**src/rtl/core/fmp_pkg.sv**
```systemverilog
// fmp_pkg: shared constants, register indexes and types of the pooling block
// used by the other files under rtl/core except fmp_divider; depends on nothing

package fmp_pkg;

  // default sizes handed to the top level parameters
  localparam int DEF_MAX_WIDTH    = 256;
  localparam int DEF_MAX_HEIGHT   = 256;
  localparam int DEF_MAX_POOL     = 8;
  localparam int DEF_MAX_CHANNELS = 1024;
  localparam int DEF_DATA_WIDTH   = 16;

  // configuration port
  localparam int CFG_IDX_W  = 3;
  localparam int CFG_DATA_W = 11;

  localparam logic [CFG_IDX_W-1:0] CFG_MODE      = 3'd0;
  localparam logic [CFG_IDX_W-1:0] CFG_POOL_SIZE = 3'd1;
  localparam logic [CFG_IDX_W-1:0] CFG_STRIDE    = 3'd2;
  localparam logic [CFG_IDX_W-1:0] CFG_HEIGHT    = 3'd3;
  localparam logic [CFG_IDX_W-1:0] CFG_WIDTH     = 3'd4;
  localparam logic [CFG_IDX_W-1:0] CFG_CHANNELS  = 3'd5;

  // stride is held to one through eight, phases fit three bits
  localparam int STRIDE_MAX = 8;
  localparam int PHASE_W    = 3;

  // result field widths
  localparam int CH_OUT_W  = 10;
  localparam int POS_OUT_W = 8;

  typedef enum logic [2:0] {
    ST_IDLE,
    ST_READ,
    ST_DRAIN,
    ST_CALC,
    ST_WAIT,
    ST_OUT
  } fmp_state_t;

  // controls one accumulation step of the window reducer
  typedef struct packed {
    logic en;
    logic first;
  } fmp_red_ctl_t;

endpackage

```
**src/rtl/core/fmp_reduce.sv**
```systemverilog
// fmp_reduce: folds one window row per step into a running sum and maximum
// uses fmp_pkg for the step control struct

module fmp_reduce #(
  parameter int NB = fmp_pkg::DEF_MAX_POOL,
  parameter int DW = fmp_pkg::DEF_DATA_WIDTH,
  parameter int AW = 22
) (
  input  logic                  clk,
  input  fmp_pkg::fmp_red_ctl_t ctl,
  input  logic [NB-1:0][DW-1:0] lane_data,
  input  logic [NB-1:0]         lane_mask,
  output logic signed [AW-1:0]  acc,
  output logic signed [DW-1:0]  best
);
  import fmp_pkg::*;

  logic signed [AW-1:0] row_sum;
  logic signed [DW-1:0] row_max;
  logic signed [AW-1:0] acc_r;
  logic signed [DW-1:0] best_r;

  always_comb begin
    logic found;
    found   = 1'b0;
    row_sum = '0;
    row_max = '0;
    for (int b = 0; b < NB; b++) begin
      if (lane_mask[b]) begin
        row_sum = row_sum + AW'($signed(lane_data[b]));
        if (!found || ($signed(lane_data[b]) > row_max)) begin
          row_max = $signed(lane_data[b]);
        end
        found = 1'b1;
      end
    end
  end

  always_ff @(posedge clk) begin
    if (ctl.en) begin
      if (ctl.first) begin
        acc_r  <= row_sum;
        best_r <= row_max;
      end else begin
        acc_r  <= acc_r + row_sum;
        best_r <= (row_max > best_r) ? row_max : best_r;
      end
    end
  end

  assign acc  = acc_r;
  assign best = best_r;

endmodule

```
**config.mk**
```make
export PLATFORM = sky130hd
export DESIGN_NAME = fmp_reduce
export DESIGN_NICKNAME = d
export VERILOG_FILES = /design/src/rtl/core/fmp_pkg.sv /design/src/rtl/core/fmp_reduce.sv
export SDC_FILE = /design/constraint.sdc
export NUM_CORES = 1
export LEC_CHECK = 0
export CAP_MARGIN = 20
export CORE_MARGIN = 2
export CORE_UTILIZATION = 61
export CTS_CLUSTER_SIZE = 25
export DETAILED_ROUTE_END_ITERATION = 8
export DONT_BUFFER_PORTS = 1
export GPL_ROUTABILITY_DRIVEN = 1
export PLACE_DENSITY = 0.83
export SYNTH_ARGS = -nofsm -noshare
export SYNTH_HDL_FRONTEND = slang
export SYNTH_SLANG_ARGS = --single-unit
```
**constraint.sdc**
```tcl
create_clock -name clk -period 28.9 [get_ports clk]
set_input_delay 4.335 -clock clk [delete_from_list [all_inputs] [get_ports clk]]
set_output_delay 4.335 -clock clk [all_outputs]
set_load 0.01 [all_outputs]
```
# Yosys cells after proc, flatten, opt, wreduce, memory -nomap -nowiden
# Cells that the tools add are included.
# word_totals
register_bits	38
latch_bits	0
ramBits	0
mem_bits_ro	0
input_bits	139
output_inout_bits	38
elab_cells	67
n_memories	0
# op_classes
n_addsub	8
multipliers	0
div_mod_pow	0
n_lt_le_gt_ge	8
n_eq_ne	0
shift	0
muxes	33
bitwise_logic	0
n_reduce_logical	16
# op_table
op	n
two-way mux 16 bit	17
two-way mux 22 bit	9
adder 22 x 16 -> 22 bit	7
> comparator 16 bit	8
adder 22 bit	1
logical NOT 1 bit	7
logical OR 1 bit	7
two-way mux 1 bit	7
AND reduction 2 bit	1
nonzero test 2 bit	1

# Logic depth before layout (Yosys ltp)
# depth
word_depth	32
ltp_mapped	112
mapped_depth_nobuf	103

# Least setup slack after synthesis
# No wires, ideal clock.
# synth_path
path_kind	input -> register
startpoint	input lane_mask[0]
endpoint	register best_r[0], in the netlist best[0], enable pin
arrival_time_ns	23.341
setup_slack_ns	5.186
path_stages	108
n_path_buf	10
path_cell_list	clkbuf_1 buf_1 nand2_1 ha_1 nand4_1 nor3_2 a21boi_4 o41ai_4 nor2_1 clkbuf_1 nand2_1 o21ai_0 inv_1 ha_1 nand4_1 nor3_1 and4_1 nand2_1 [... 72 more ...] nor2_1 clkbuf_1 nand2_1 o21ai_0 ha_1 nor2b_1 o21a_1 o21ai_0 nand2b_1 a21oi_1 nor2b_1 o21ai_0 nand2b_1 a21oi_1 nor3_1 or4_1 a21oi_1 o21a_1
# synth_between
elab_chain_cells	32
word_cells_on_any_way	46
classes_between	order compare (8); mux (22); reduce/logical (16)
# synth_lines
element	line	text
from (decl)	fmp_reduce.sv:12	input logic [NB-1:0] lane_mask,
two-way mux 16 bit or two-way mux 1 bit (tied branches)	fmp_reduce.sv:29	if (lane_mask[b]) begin
> comparator 16 bit or logical NOT 1 bit (tied branches)	fmp_reduce.sv:31	if (!found || ($signed(lane_data[b]) > row_max)) begin
logical OR 1 bit	fmp_reduce.sv:31	
two-way mux 16 bit	fmp_reduce.sv:31	
two-way mux 16 bit	fmp_reduce.sv:29	
> comparator 16 bit	fmp_reduce.sv:31	
logical OR 1 bit	fmp_reduce.sv:31	
two-way mux 16 bit	fmp_reduce.sv:31	
[... 17 more ...]	-	
> comparator 16 bit	fmp_reduce.sv:31	
logical OR 1 bit	fmp_reduce.sv:31	
two-way mux 16 bit	fmp_reduce.sv:31	
two-way mux 16 bit *	fmp_reduce.sv:29	
net row_max[1]	fmp_reduce.sv:19	logic signed [DW-1:0] row_max;
> comparator 16 bit *	fmp_reduce.sv:46	best_r <= (row_max > best_r) ? row_max : best_r;
nonzero test 2 bit (no line) *	-	
AND reduction 2 bit (no line) *	-	
to (signal assigned)	fmp_reduce.sv:43	best_r <= row_max;
to (signal assigned)	fmp_reduce.sv:46	
to (decl)	fmp_reduce.sv:21	logic signed [DW-1:0] best_r;
# Mark *: on every way through the listed nets, which the timed path passes. The rest lies on a longest branch.
# A chain may end at the register's enable or synchronous reset.

# Final worst setup path
# layout_path
startpoint	input lane_data[15] (netlist bit)
endpoint	register best_r[11], in the netlist best[11], enable pin
# layout_between
elab_chain_cells	32
# layout_lines
element	line	text
from (decl)	fmp_reduce.sv:11	input logic [NB-1:0][DW-1:0] lane_data,
two-way mux 16 bit *	fmp_reduce.sv:29	
> comparator 16 bit	fmp_reduce.sv:31	
logical OR 1 bit	fmp_reduce.sv:31	
two-way mux 16 bit	fmp_reduce.sv:31	
two-way mux 16 bit *	fmp_reduce.sv:29	
> comparator 16 bit	fmp_reduce.sv:31	
logical OR 1 bit	fmp_reduce.sv:31	
two-way mux 16 bit	fmp_reduce.sv:31	
[... 17 more ...]	-	
> comparator 16 bit	fmp_reduce.sv:31	
logical OR 1 bit	fmp_reduce.sv:31	
two-way mux 16 bit	fmp_reduce.sv:31	
two-way mux 16 bit *	fmp_reduce.sv:29	
net row_max[2]	fmp_reduce.sv:19	
> comparator 16 bit *	fmp_reduce.sv:46	
nonzero test 2 bit (no line) *	-	
AND reduction 2 bit (no line) *	-	
# Marks and branches as above.

==> out/metrics.yaml <==
status: "completed"
cp_max_fo: 27
required_ns: 28.81
synth.area.top_cells: "ha_1 24%, edfxtp_1 7.9%, inv_1 7.2%"
diodes: 0
drc_errors: 0
yosys.area.top_type: "ha_1"
io_pins: 177
cpMostUsedCell: "a21oi_1"
whs_ns: 0.7864
synth_ff_type: "edfxtp_1"
drtIter0Drc: 803
ys_ff_latch: 38
min_to: "acc[0]$_DFFE_PP_"
postCtsSetupBuffers: 0
finClkSkew_ns: 0.005233
grt_pass1_vias: 13210
hpwl_microns: 34110
criticalPathCategory: "in -> reg"
first_pass_iters: 6
r2r_cells: 25
reg2reg_slack_ns: 23.67
max_freq_mhz: 39.84
async_reset_ff_frac: 0
worstSetupEndpointType: "register"
grt_use_met3: 0.08349
antenna_left: 0
timing.rr.start: "acc[1]$_DFFE_PP_"
nets: 2363
cts_hold_buf: 0
yosysMostFrequentCell: "ha_1"
max_stage_delay_ns: 0.70
fp.dieW_microns: 157.6
ir_drop_mv: 0.1009
synth_common_cells: "281 x ha_1, 276 x inv_1, 207 x o21ai_0"
p_clk_frac: 0.038
synth_top_area_frac: 0.2443
globalRouteMet1Util: 0.3642
power_frac_comb: 0.854
min_period_ns: 25.10
power_leakage_nw: 7.033
power_switching_w: 0.0006849
seq_area_frac_synth: 0.07930
grt_util_met2: 0.5637
grt_antenna_before_repair: 0
area_growth_pct: 2.652
cts.clk_slew.worst_paths_ns: 0.05
crit_arrival_ns: 25.01
rsz0062_at_grt: "no"
numCtsBuffers: 5
slew_headroom: 0.3465
wirelength_microns: 40270
wl_per_cell_microns: 17.87
grt_overflow: 0
hold_depth: 2
busiest_layer: "met2"
p_seq_frac: 0.108
clk_path_buf_depth: 2
layout-drive-gt1-share: 0.06412
num_vias: 13650
root_buffer: "clkbuf_16"
cts_resized: 0
core_area_sq_mm: 0.02333
via_per_inst: 6.059
synthCells: 1972
multi_input_area_sq_mm: 0.01201
worst_pin_slew_ns: 0.9802
synth_enable_flop_cells: 38
power.internal_w: 0.0006759
cp_slowest_cell: "nor3_4"
grt_pass1_wl_microns: 64240
start_kind: "primary input"
synth.yosys.warnings: 0
fin_tns_setup_ns: 0
grt_usage: 0.3185
die_y_microns: 157.6
hp-start: "acc[0]$_DFFE_PP_"
worstSkewPairLatency_ns: 0.28
die_area_sq_mm: 0.02483
syn_nets: 2400
routabilityCongestion: 1.020
setup_viol: 0
grt_max_degree: 42
hp-class: "reg -> reg"
r2r-end: "acc[21]$_DFFE_PP_"
ys_types: 81
power_density_mw_per_mm2: 92.12
htreeDepth: 2
register_area_sq_mm: 0.001141
synth_area_per_cell_sq_um: 7.297
fin_crit_sh: 0.8685
fill_cells: 2094
hold_viol_final: 0
p_sw_frac: 0.5033
io_buffers: 0
cts.sinks: 38
slew_violations: 0
max-cap-violations: 0
rows: 56
initial_core_util: 0.6167
cts_tree: "built"
netlist_area_sq_mm: 0.01439
==> through the flow <==
step / worst slack (ns) / std cells / cell area [sq um] / util / total power [W]
3_3_place_gp: 4.469 / 2247 / 14640 / 0.6276 / 0.001238
5_1_grt: 2.391 / 2253 / 14770 / 0.6331 / 0.001515
6_report: 3.799 / 2253 / 14770 / 0.6331 / 0.001361
3_5_place_dp: 3.845 / 2247 / 14640 / 0.6276 / 0.001289
4_1_cts: 4.109 / 2253 / 14770 / 0.6331 / 0.001351
2_1_floorplan: 5.186 / 1972 / 14390 / - / 0.001077
==> area by class of cell <==
cell class / instances / share of cell area
inverter: 276 / 0.07013
tap: 319 / 0.02702
sequential: 38 / 0.07725
clock buffer: 5 / 0.008470
clock inverter: 1 / 0.0002541
timing repair buffer: 7 / 0.003558
multi-input combinational: 1607 / 0.8133
==> sequential cells by signal, summed over array words and instances (netlist names) <==
register,flops
best,16
acc,22
==> cell usage in the layout (no fill, tap or decap), types with 38 or more instances in the layout <==
cell / Yosys / routed
ha_1: 281 / 281
inv_1: 276 / 276
o21ai_0: 207 / 207
a21oi_1: 194 / 194
nand2_1: 175 / 175
nor2_1: 120 / 120
xnor2_1: 99 / 99
mux2_2: 78 / 78
o21bai_1: 45 / 45
a21boi_0: 44 / 44
a21o_1: 40 / 40
edfxtp_1: 38 / 38
==> layer usage <==
| layer | part of all wire | vias up |
|---|---|---|
| li1 | - | 6900 |
| met1 | 0.40 | 6238 |
| met2 | 0.47 | 423 |
| met3 | 0.087 | 90 |
| met4 | 0.042 | 0 |
| met5 | 0 | - |
==> cells by family (layout without fill, tap and decap cells) <==
family,Yosys count,count (layout),share of synthesized area
fa+ha+maj,292,292,0.2578
xor+xnor,119,119,0.07434
flops,38,38,0.07930
mux,100,100,0.07669
compound gates,656,656,0.2809
buf+inv,327,289,0.08634
simple gates,440,440,0.1446
==> worst max-delay path, delay by kind of cell <==
kind	cells	cell delay [ns]
fa+ha+maj	8	2.58
simple gates	42	8.50
compound gates	37	7.72
mux	3	1.02
buf+inv	7	0.79
==> power by group through the flow <==
| stage | sequential (W) | clock [W] | combinational [W] |
|---|---|---|---|
| after floorplan | 0.000141 | 0 | 0.000936 |
| after global placement | 0.000148 | 0 | 0.00109 |
| after detailed placement | 0.000148 | 0 | 0.00114 |
| after CTS | 0.000148 | 0.0000517 | 0.00115 |
| after global routing | 0.000152 | 0.0000534 | 0.00131 |
| final | 0.000148 | 0.0000511 | 0.00116 |
==> how the worst max path moves through the flow <==
stage                              end          start  slack [ns]
global route        best[13]$_DFFE_PP_  lane_data[15]        2.39
CTS                 best[12]$_DFFE_PP_  lane_data[15]        4.11
global placement    best[12]$_DFFE_PP_   lane_mask[0]        4.47
floorplan            best[0]$_DFFE_PP_   lane_mask[0]        5.19
detailed placement  best[12]$_DFFE_PP_  lane_data[15]        3.84
finish              best[11]$_DFFE_PP_  lane_data[15]        3.80
No activity file was read; power rests on OpenSTA's default activity.
