$ cat config.mk
export PLATFORM = sky130hd
export DESIGN_NAME = fmp_divider
export DESIGN_NICKNAME = d
export VERILOG_FILES = /design/src/rtl/core/fmp_divider.sv
export SDC_FILE = /design/constraint.sdc
export NUM_CORES = 1
export LEC_CHECK = 0
export BUFFER_PORTS_ARGS = -buffer_cell sky130_fd_sc_hd__buf_4
export CAP_MARGIN = 10
export CORE_UTILIZATION = 45
export CTS_CLUSTER_DIAMETER = 80
export CTS_CLUSTER_SIZE = 14
export DETAILED_ROUTE_END_ITERATION = 10
export GPL_TIMING_DRIVEN = 0
export PLACE_DENSITY = 0.67
export SYNTH_ARGS = -nofsm -noshare
export SYNTH_HDL_FRONTEND = slang
export SYNTH_SLANG_ARGS = --single-unit
$ cat constraint.sdc
create_clock -name clk -period 5.7 [get_ports clk]
set_input_delay 0.285 -clock clk [delete_from_list [all_inputs] [get_ports clk]]
set_output_delay 0.285 -clock clk [all_outputs]
set_load 0.05 [all_outputs]
$ cat src/rtl/core/fmp_divider.sv
// fmp_divider: unsigned restoring divider, one quotient bit per cycle
// standalone, no package needed

module fmp_divider #(
  parameter int NW  = 8,
  parameter int DVW = 4
) (
  input  logic           clk,
  input  logic           rst_n,
  input  logic           start,
  input  logic [NW-1:0]  dividend,
  input  logic [DVW-1:0] divisor,
  output logic           busy,
  output logic [NW-1:0]  quotient
);
  localparam int CNTW = $clog2(NW + 1);

  logic            busy_r;
  logic [CNTW-1:0] cnt_r;
  logic [NW-1:0]   quo_r;
  logic [DVW-1:0]  rem_r;
  logic [DVW-1:0]  dvs_r;
  logic [DVW:0]    shifted;
  logic            ge;
  logic [DVW-1:0]  rem_nxt;

  assign shifted = {rem_r, quo_r[NW-1]};
  assign ge      = (shifted >= {1'b0, dvs_r});
  assign rem_nxt = ge ? DVW'(shifted - {1'b0, dvs_r}) : DVW'(shifted);

  always_ff @(posedge clk) begin
    if (!rst_n) begin
      busy_r <= 1'b0;
      cnt_r  <= '0;
    end else if (start) begin
      busy_r <= 1'b1;
      cnt_r  <= CNTW'(NW);
    end else if (busy_r) begin
      cnt_r <= cnt_r - CNTW'(1);
      if (cnt_r == CNTW'(1)) begin
        busy_r <= 1'b0;
      end
    end
  end

  always_ff @(posedge clk) begin
    if (start) begin
      quo_r <= dividend;
      rem_r <= '0;
      dvs_r <= divisor;
    end else if (busy_r) begin
      quo_r <= NW'({quo_r, ge});
      rem_r <= rem_nxt;
    end
  end

  assign busy     = busy_r;
  assign quotient = quo_r;

endmodule

# Yosys cells after proc, flatten, opt, wreduce, memory -nomap -nowiden
# Cells that the tools add are included.
totals:
  reg_bits: 21
  out_inout_bits: 9
  word_cells: 21
  inputBits: 15
op_classes:
  n_addsub: 2
  n_eq_ne: 1
  magnitude_cmp: 1
  bitwise_logic: 1
  reduce_logical: 2
  n_mux: 8
ops:
  columns: ["op", "count"]
  rows:
  - ["$mux 8", 2]
  - ["$mux 4", 3]
  - ["$ge 5x4->1", 1]
  - ["$eq 4x1->1 const B", 1]
  - ["$sub 4x1->4 const B", 1]
  - ["$sub 4x4->4", 1]
  - ["$mux 1", 3]
  - ["$reduce_bool 2->1", 1]
  - ["$reduce_or 2->1", 1]
  - ["$not 1->1", 1]

# Logic depth before layout (Yosys ltp)
# Gate-level depths: netlist (run 1).
logic_depth:
  depth_word: 4
  depth_mapped: 6

# Worst setup path after synthesis (run 1)
# Ideal clock, no wire load.
synth_timing:
  kind: "reg2reg"
  from: "reg quo_r[7], in the netlist quotient[7]"
  to: "reg quo_r[0], in the netlist quotient[0] (data pin)"
  synth_period_minus_slack_ns: 1.989
  path_slack_ns: 3.711
  path_stages_with_launch: 7
  t_required_ns: 5.440
  arrival_time_ns: 1.729
  cell_sequence: "edfxtp_1 -> inv_1 -> ha_1 -> nand4_1 -> nand2_1 -> or2_4 -> mux2_2"
synth_between:
  elab_chain_cells: 3
synth_lines:
  columns: ["item", "line_no", "text"]
  rows:
  - ["from (decl)", "20", "logic [NW-1:0] quo_r;"]
  - ["from (signal assigned)", "48", "quo_r <= dividend;"]
  - ["from (signal assigned)", "52", "quo_r <= NW'({quo_r, ge});"]
  - ["$ge 5x4->1", "28", "assign ge = (shifted >= {1'b0, dvs_r});"]
  - ["$mux 8", "51", "end else if (busy_r) begin"]
  - ["$mux 8", "47", "if (start) begin"]
# Every way passes these cells. The select of a mux whose other input is x is not followed.
# A chain may end at the register's enable or synchronous reset.

# Final worst setup path (run 1)
layout_timing:
  from: "reg dvs_r[1]"
  to: "reg quo_r[0], in the netlist quotient[0] (data pin)"
layout_between:
  elab_chain_cells: 3
layout_lines:
  columns: ["item", "line_no", "text"]
  rows:
  - ["from (decl)", "22", "logic [DVW-1:0] dvs_r;"]
  - ["from (signal assigned)", "50", "dvs_r <= divisor;"]
  - ["$ge 5x4->1", "28", null]
  - ["$mux 8", "51", null]
  - ["$mux 8", "47", null]
# Every way passes these cells. The select of a mux whose other input is x is not followed.

==> qor.csv, run 1 <==
stage,metric,value,unit
run_status,outcome,"finished, final reports clean",
setup_path,critPathCaptureType,flip-flop,
synthesis,yosysSeqAreaShare,51.67,%
detailed_routing,drtPass1Iterations,4,
sta,rsz0062_at_grt,no,
sta,finalSetupTns,0,ns
clock_network,postCtsSetupRepairBufs,0,
synthesis,synth_edf_count,12,
clock_network,cts-root-buf,clkbuf_4,
setup_path,critPathKind,reg -> reg,
grt,grt_max_degree,12,
power,power.share.sequential,51.8,%
clock_network,clkLatencyLatePin,0.30,ns
placed_design,placed_cells,138,
power,switchingPower,0.1136,mW
floorplan,ios,24,
job,maxCapViolations,0,
sta,period_needed,1.913,ns
finish,multi_input_area,462.9,um2
finish,diodes,0,
finish,area_growth,22.37,%
sta,fin_crit_sh,33.57,%
synthesis,yosysMostFrequentCell,edfxtp_1,
finish,fillers,187,
grt,grt_pass1_vias,714,
sta,maxSlewHeadroom,72.42,%
detailed_routing,routed_wl,1796,um
sta,final-hold-violation-count,0,
placed_design,port_buffers,23,
sta,skew,0.005053,ns
finish,stdcell_count,142,
floorplan,dieWidth,50.21,um
finish,nets,137,
finish,seq_area,540.5,um2
power,p_sw_share,31.25,%
clock_network,cts_buffers,3,
detailed_routing,vias_per_cell,5.120,
clock_network,cts.sinks,21,
synthesis,ys_ff_latch,21,
synthesis,yosys-top-cells-count,"edfxtp_1, dfxtp_1, inv_1, mux2_2",
synthesis,ys.flop_type,edfxtp_1,
floorplan,core_area,0.002191,mm2
grt,antenna_found_initial,0,
detailed_routing,routedWlPerCell,12.65,um
floorplan,initial_utilization,47.74,%
placed_design,dp.final_hpwl,1409,um
sta,slew_violations,0,
power,ir_worst_vdd,174.7,uV
clock_network,post_cts_resize_count,0,
synthesis,syn_area,0.001046,mm2
synthesis,yosysTopAreaCellShare,34.45,%
setup_path,cp_max_fo,5,
synthesis,synth_nets,109,
synthesis,post_synth_num_cell_types,32,
grt,grtUsageTotal,16.56,%
clock_network,ctsHoldBuffers,0,
finish,drive_above_1_share,34.21,%
synthesis,synth_cells,87,
detailed_routing,drtIter0Drc,8,
grt,grt-ovfl-total,0,
power,p_total,0.3635,mW
power,p_int,0.2499,mW
power,powerDensity,284.0,mW/mm2
synthesis,synth_top_cell_by_area,edfxtp_1,
synthesis,yosys_warnings,0,
worst_hold_path,hold_depth,1,
sta,clock.fmax,0.5227,GHz
sta,finalSetupViolCount,0,
power,p_clk_share,19.3,%
clock_network,h-tree-depth,1,
synthesis,syn_avg_cell_area,12.02,um2
setup_path,start_kind,flip-flop,
setup_path,path_cells,"inv_1, ha_1, nor2b_1, o221a_4, or2_4, mux2_2",
floorplan,fp.dieArea,0.002521,mm2
power,p_leak,0.5416,nW
synthesis,synth-async-reset-ratio,0,%
clock_network,cts_tree,done,
floorplan,rows,17,
setup_path,reg2reg_depth,6,
clock_network,clkSlewWorstSetupHoldPaths,0.11,ns
setup_path,cpPeakStageDelay,0.44,ns
detailed_routing,drc,0,
setup_path,cp_data_arrival_time,1.97,ns
power,combPwrFrac,28.9,%
synthesis,yosys-top-cells-area,"edfxtp_1, dfxtp_1, mux2_2, ha_1, inv_1",
placed_design,gp_congestion,0.8030,
clock_network,clock_path_buffers,2,
setup_path,crit_required,5.76,ns
sta,tightest_slew,0.4137,ns
setup_path,worst_path_max_delay_cell,edfxtp_1,
detailed_routing,vias,727,
worst_hold_path,min_path_type,in -> reg,
floorplan,die_height,50.21,um
detailed_routing,ant_nets,0,
grt,grt_first_pass_wirelength,3084,um
-- worst max-delay path, delay by kind of cell, from the launching register on --
kind            cells  cell delay, ns
flops               1            0.44
simple gates        2            0.41
compound gates      1            0.26
mux                 1            0.26
fa+ha+maj           1            0.23
buf+inv             1            0.08
-- per-layer routing --
metal / track usage [%] / wire [um] / share of wire, %
met5: 0 / 0 / 0
met4: 8.571 / 12 / 0.67
met3: 4.242 / 71 / 4.0
met2: 24.44 / 797 / 44
met1: 22.18 / 915 / 51
-- layout by cell type (no fill, tap or decap), types with 2 or more instances in the layout --
master,netlist,final
buf_4,0,23
edfxtp_1,12,12
dfxtp_1,9,9
inv_1,8,8
mux2_2,8,8
nor2_1,6,6
ha_1,6,6
nand2_1,5,5
clkbuf_1,2,3
xor2_1,3,3
nor4b_1,3,3
clkbuf_4,0,3
nor2b_1,2,2
o21bai_1,2,2
a311oi_1,2,2
-- path summary, 6_finish.rpt --
path,startpoint,to,slack [ns]
worst min-delay path,divisor[3],dvs_r[3]$_DFFE_PP_,0.16
worst max-delay path,dvs_r[1]$_DFFE_PP_,quotient[0]$_DFFE_PP_,3.79
worst min register to register,rem_r[3]$_SDFFE_PP0P_,rem_r[3]$_SDFFE_PP0P_,0.45
worst max register to register,dvs_r[1]$_DFFE_PP_,quotient[0]$_DFFE_PP_,3.79
-- metrics by stage --
stage               utilization [%]  instance area (um2)  worst slack (ns)  hold slack [ns]
finish                        58.42                 1280             3.787           0.1593
global route                  58.42                 1280             3.711           0.1332
CTS                           58.42                 1280             3.779           0.1458
detailed placement            57.22                 1254             3.796           0.4445
global placement              57.22                 1254             3.826           0.4347
floorplan                         -                 1046             3.711           0.3839
-- power groups by stage --
stage          combinational [mW]  clock [mW]  sequential (mW)
2_1_floorplan              0.0512           0            0.215
3_3_place_gp                0.104           0            0.191
3_5_place_dp                0.106           0            0.192
4_1_cts                     0.106      0.0732            0.189
5_1_grt                     0.114      0.0785            0.190
6_report                    0.105      0.0702            0.188
-- flip-flops by register name, indices dropped and copies added, names as in the netlist --
name	flops
busy	1
cnt_r	4
dvs_r	4
quotient	8
rem_r	4
-- layout make-up --
type / count / share of cell area (%)
Sequential cell: 21 / 42.23
Multi-Input combinational cell: 55 / 36.17
Timing Repair Buffer: 23 / 13.49
Tap cell: 28 / 2.737
Inverter: 8 / 2.346
Clock buffer: 4 / 2.053
Buffer: 3 / 0.9775
-- kinds of logic after synthesis --
| kind of cell | count (synthesis) | share of synthesized area, % |
|---|---|---|
| AOI/OAI and AO/OA | 13 | 10.53 |
| muxes | 8 | 8.613 |
| and+or+nand+nor | 23 | 12.68 |
| adders and majority gates | 7 | 9.091 |
| DFF | 21 | 51.67 |
| buffers and inverters | 11 | 4.067 |
| xor gates and xnor gates | 4 | 3.350 |
Note: power is estimated with default switching activity, not from simulation.
==> run 2: changes to the inputs <==
==> constraint.sdc (replaced) <==
create_clock -name clk -period 1.95 [get_ports clk]
set_input_delay 0.0975 -clock clk [delete_from_list [all_inputs] [get_ports clk]]
set_output_delay 0.0975 -clock clk [all_outputs]
set_load 0.05 [all_outputs]
==> qor.csv, run 2 (synthesis results as in run 1) <==
stage,metric,value,unit,change
finish,area_growth,29.31,%,
sta,final-hold-violation-count,0,,unchanged
clock_network,clkSlewWorstSetupHoldPaths,0.11,ns,about the same
finish,largest_reg_flops,8,,unchanged
floorplan,dieWidth,50.21,um,unchanged
job,maxCapViolations,0,,unchanged
clock_network,cts-root-buf,clkbuf_4,,
sta,fin_crit_sh,96.93,%,+63 points
detailed_routing,vias_per_cell,5.250,,+2.5%
finish,nets,143,,+4.4%
clock_network,clkLatencyLatePin,0.30,ns,about the same
power,powerDensity,809.0,mW/mm2,+180%
grt,met2_usage,28.22,%,+3.8 points
setup_path,start_kind,flip-flop,,
detailed_routing,drc,0,,unchanged
setup_path,cpPeakStageDelay,0.43,ns,about the same
clock_network,clock_path_buffers,2,,unchanged
power,p_sw_share,31.49,%,+0.24 points
placed_design,post_dp_cell_area,0.001259,mm2,+0.40%
finish,fillers,182,,-2.7%
grt,grt.busiest_layer,met2,,
sta,period_needed,1.890,ns,-0.02307 ns
floorplan,rows,17,,unchanged
sta,slew_violations,0,,unchanged
clock_network,cts_tree,done,,
power,switchingPower,0.3446,mW,+200%
grt,grt_pass1_vias,772,,+8.1%
placed_design,dp.final_hpwl,1430,um,+1.5%
grt,grtUsageTotal,18.32,%,+1.8 points
setup_path,cp_data_arrival_time,1.96,ns,about the same
finish,design_area,0.001353,mm2,+5.7%
setup_path,path_cells,"inv_1, ha_1, nor2b_4, o221a_4, or2_4, mux2_2",,
grt,grt_use_met3,3.939,%,-0.30 points
sta,rsz0062_at_grt,no,,
floorplan,initial_utilization,47.74,%,unchanged
setup_path,rrSetupSlack,0.06,ns,-3.73 ns
detailed_routing,routedWlPerCell,13.66,um,+8.0%
grt,grt_first_pass_wirelength,3381,um,+9.6%
detailed_routing,drtIter0Drc,11,,+3
floorplan,ios,24,,unchanged
power,p_clk_share,18.9,%,-0.4 points
finish,most-common-layout-cells,"buf_4, edfxtp_1, dfxtp_1, inv_1, mux2_2",,
floorplan,core_area,0.002191,mm2,unchanged
detailed_routing,drtPass1Iterations,4,,unchanged
setup_path,critPathKind,reg -> reg,,
grt,use_met1,23.98,%,+1.8 points
clock_network,cts_buffers,3,,unchanged
power,combPwrFrac,30.8,%,+1.9 points
sta,tightest_slew,0.4443,ns,+0.03052 ns
sta,maxSlewHeadroom,70.38,%,-2.0 points
sta,finalSetupViolCount,0,,unchanged
run_status,outcome,"finished, final reports clean",,
floorplan,fp.dieArea,0.002521,mm2,unchanged
sta,skew,0.005761,ns,+0.0007082 ns
sta,clock.fmax,0.5291,GHz,+1.2%
finish,diodes,0,,unchanged
detailed_routing,vias,777,,+6.9%
setup_path,cp_max_fo,4,,-1
clock_network,cts.sinks,21,,unchanged
finish,drive_above_1_share,36.67,%,+2.5 points
power,p_leak,0.5714,nW,+5.5%
worst_hold_path,min_path_type,in -> reg,,
setup_path,crit_required,2.02,ns,-3.74 ns
clock_network,h-tree-depth,1,,unchanged
finish,layout_commonest_cell,buf_4,,
grt,grt-ovfl-total,0,,unchanged
detailed_routing,routed_wl,2022,um,+13%
floorplan,die_height,50.21,um,unchanged
detailed_routing,ant_nets,0,,unchanged
power,power.share.sequential,50.3,%,-1.5 points
placed_design,port_buffers,23,,unchanged
setup_path,critPathCaptureType,flip-flop,,
power,p_int,0.7496,mW,+200%
sta,finalSetupTns,0,ns,unchanged
grt,antenna_found_initial,0,,unchanged
grt,grt_max_degree,12,,unchanged
placed_design,gp_congestion,0.7871,,-2.0%
power,ir_worst_vdd,630.2,uV,+260%
setup_path,worst_path_max_delay_cell,edfxtp_1,,
## run 2: metal layers
metal  up-vias  wire (um)
met3         5         87
li1        380          -
met2        20        945
met5         -          0
met1       372        955
met4         0         34
## run 2: path summary, 6_finish.rpt
path                                       startpoint               endpoint  depth (start not counted)
worst min register to register  rem_r[3]$_SDFFE_PP0P_  rem_r[3]$_SDFFE_PP0P_                          2
worst max register to register     dvs_r[1]$_DFFE_PP_  quotient[0]$_DFFE_PP_                          6
worst max-delay path               dvs_r[1]$_DFFE_PP_  quotient[0]$_DFFE_PP_                          6
worst min-delay path                            start     dvs_r[1]$_DFFE_PP_                          1
## run 2: power by group through the flow
| stage | logic [mW] | registers (mW) | clock network, mW |
|---|---|---|---|
| finish | 0.337 | 0.550 | 0.207 |
| global route | 0.366 | 0.555 | 0.236 |
| CTS | 0.323 | 0.550 | 0.213 |
| detailed placement | 0.314 | 0.559 | 0 |
| global placement | 0.308 | 0.559 | 0 |
| floorplan | 0.152 | 0.628 | 0 |
## run 2: critical path: cells and delay by family, from the launching register on
kind            cells  cell delay, ns
simple gates        2            0.39
fa+ha+maj           1            0.23
flops               1            0.43
compound gates      1            0.26
mux                 1            0.27
buf+inv             1            0.08
## run 2: final cells by class
type	instances	area, um2	area share (%)
Timing Repair Buffer	29	230.2	17.02
Tap cell	28	35.03	2.590
Multi-Input combinational cell	55	478.0	35.34
Inverter	8	30.03	2.220
Sequential cell	21	540.5	39.96
Buffer	3	12.51	0.9251
Clock buffer	4	26.28	1.943
## run 2: stage by stage
stage	cells	power [mW]	hold WS [ns]	setup slack, ns	utilization [%]
2_1_floorplan	87	0.7799	0.1964	0.007725	-
3_3_place_gp	138	0.8669	0.2769	0.08143	57.45
3_5_place_dp	138	0.8722	0.2776	0.03230	57.45
4_1_cts	146	1.085	0.01741	0.009102	60.48
5_1_grt	148	1.158	0.01734	0.0005140	61.74
6_report	148	1.094	0.03131	0.05985	61.74
## run 2: repair_timing
| action | 4_1_cts | 5_1_grt |
|---|---|---|
| setup endpoints to repair | 0 | 1 |
| buffers inserted | 0 | 1 |
| hold buffers | 4 | 1 |
| hold endpoints to repair | 4 | 1 |
| resized for setup | 0 | 3 |
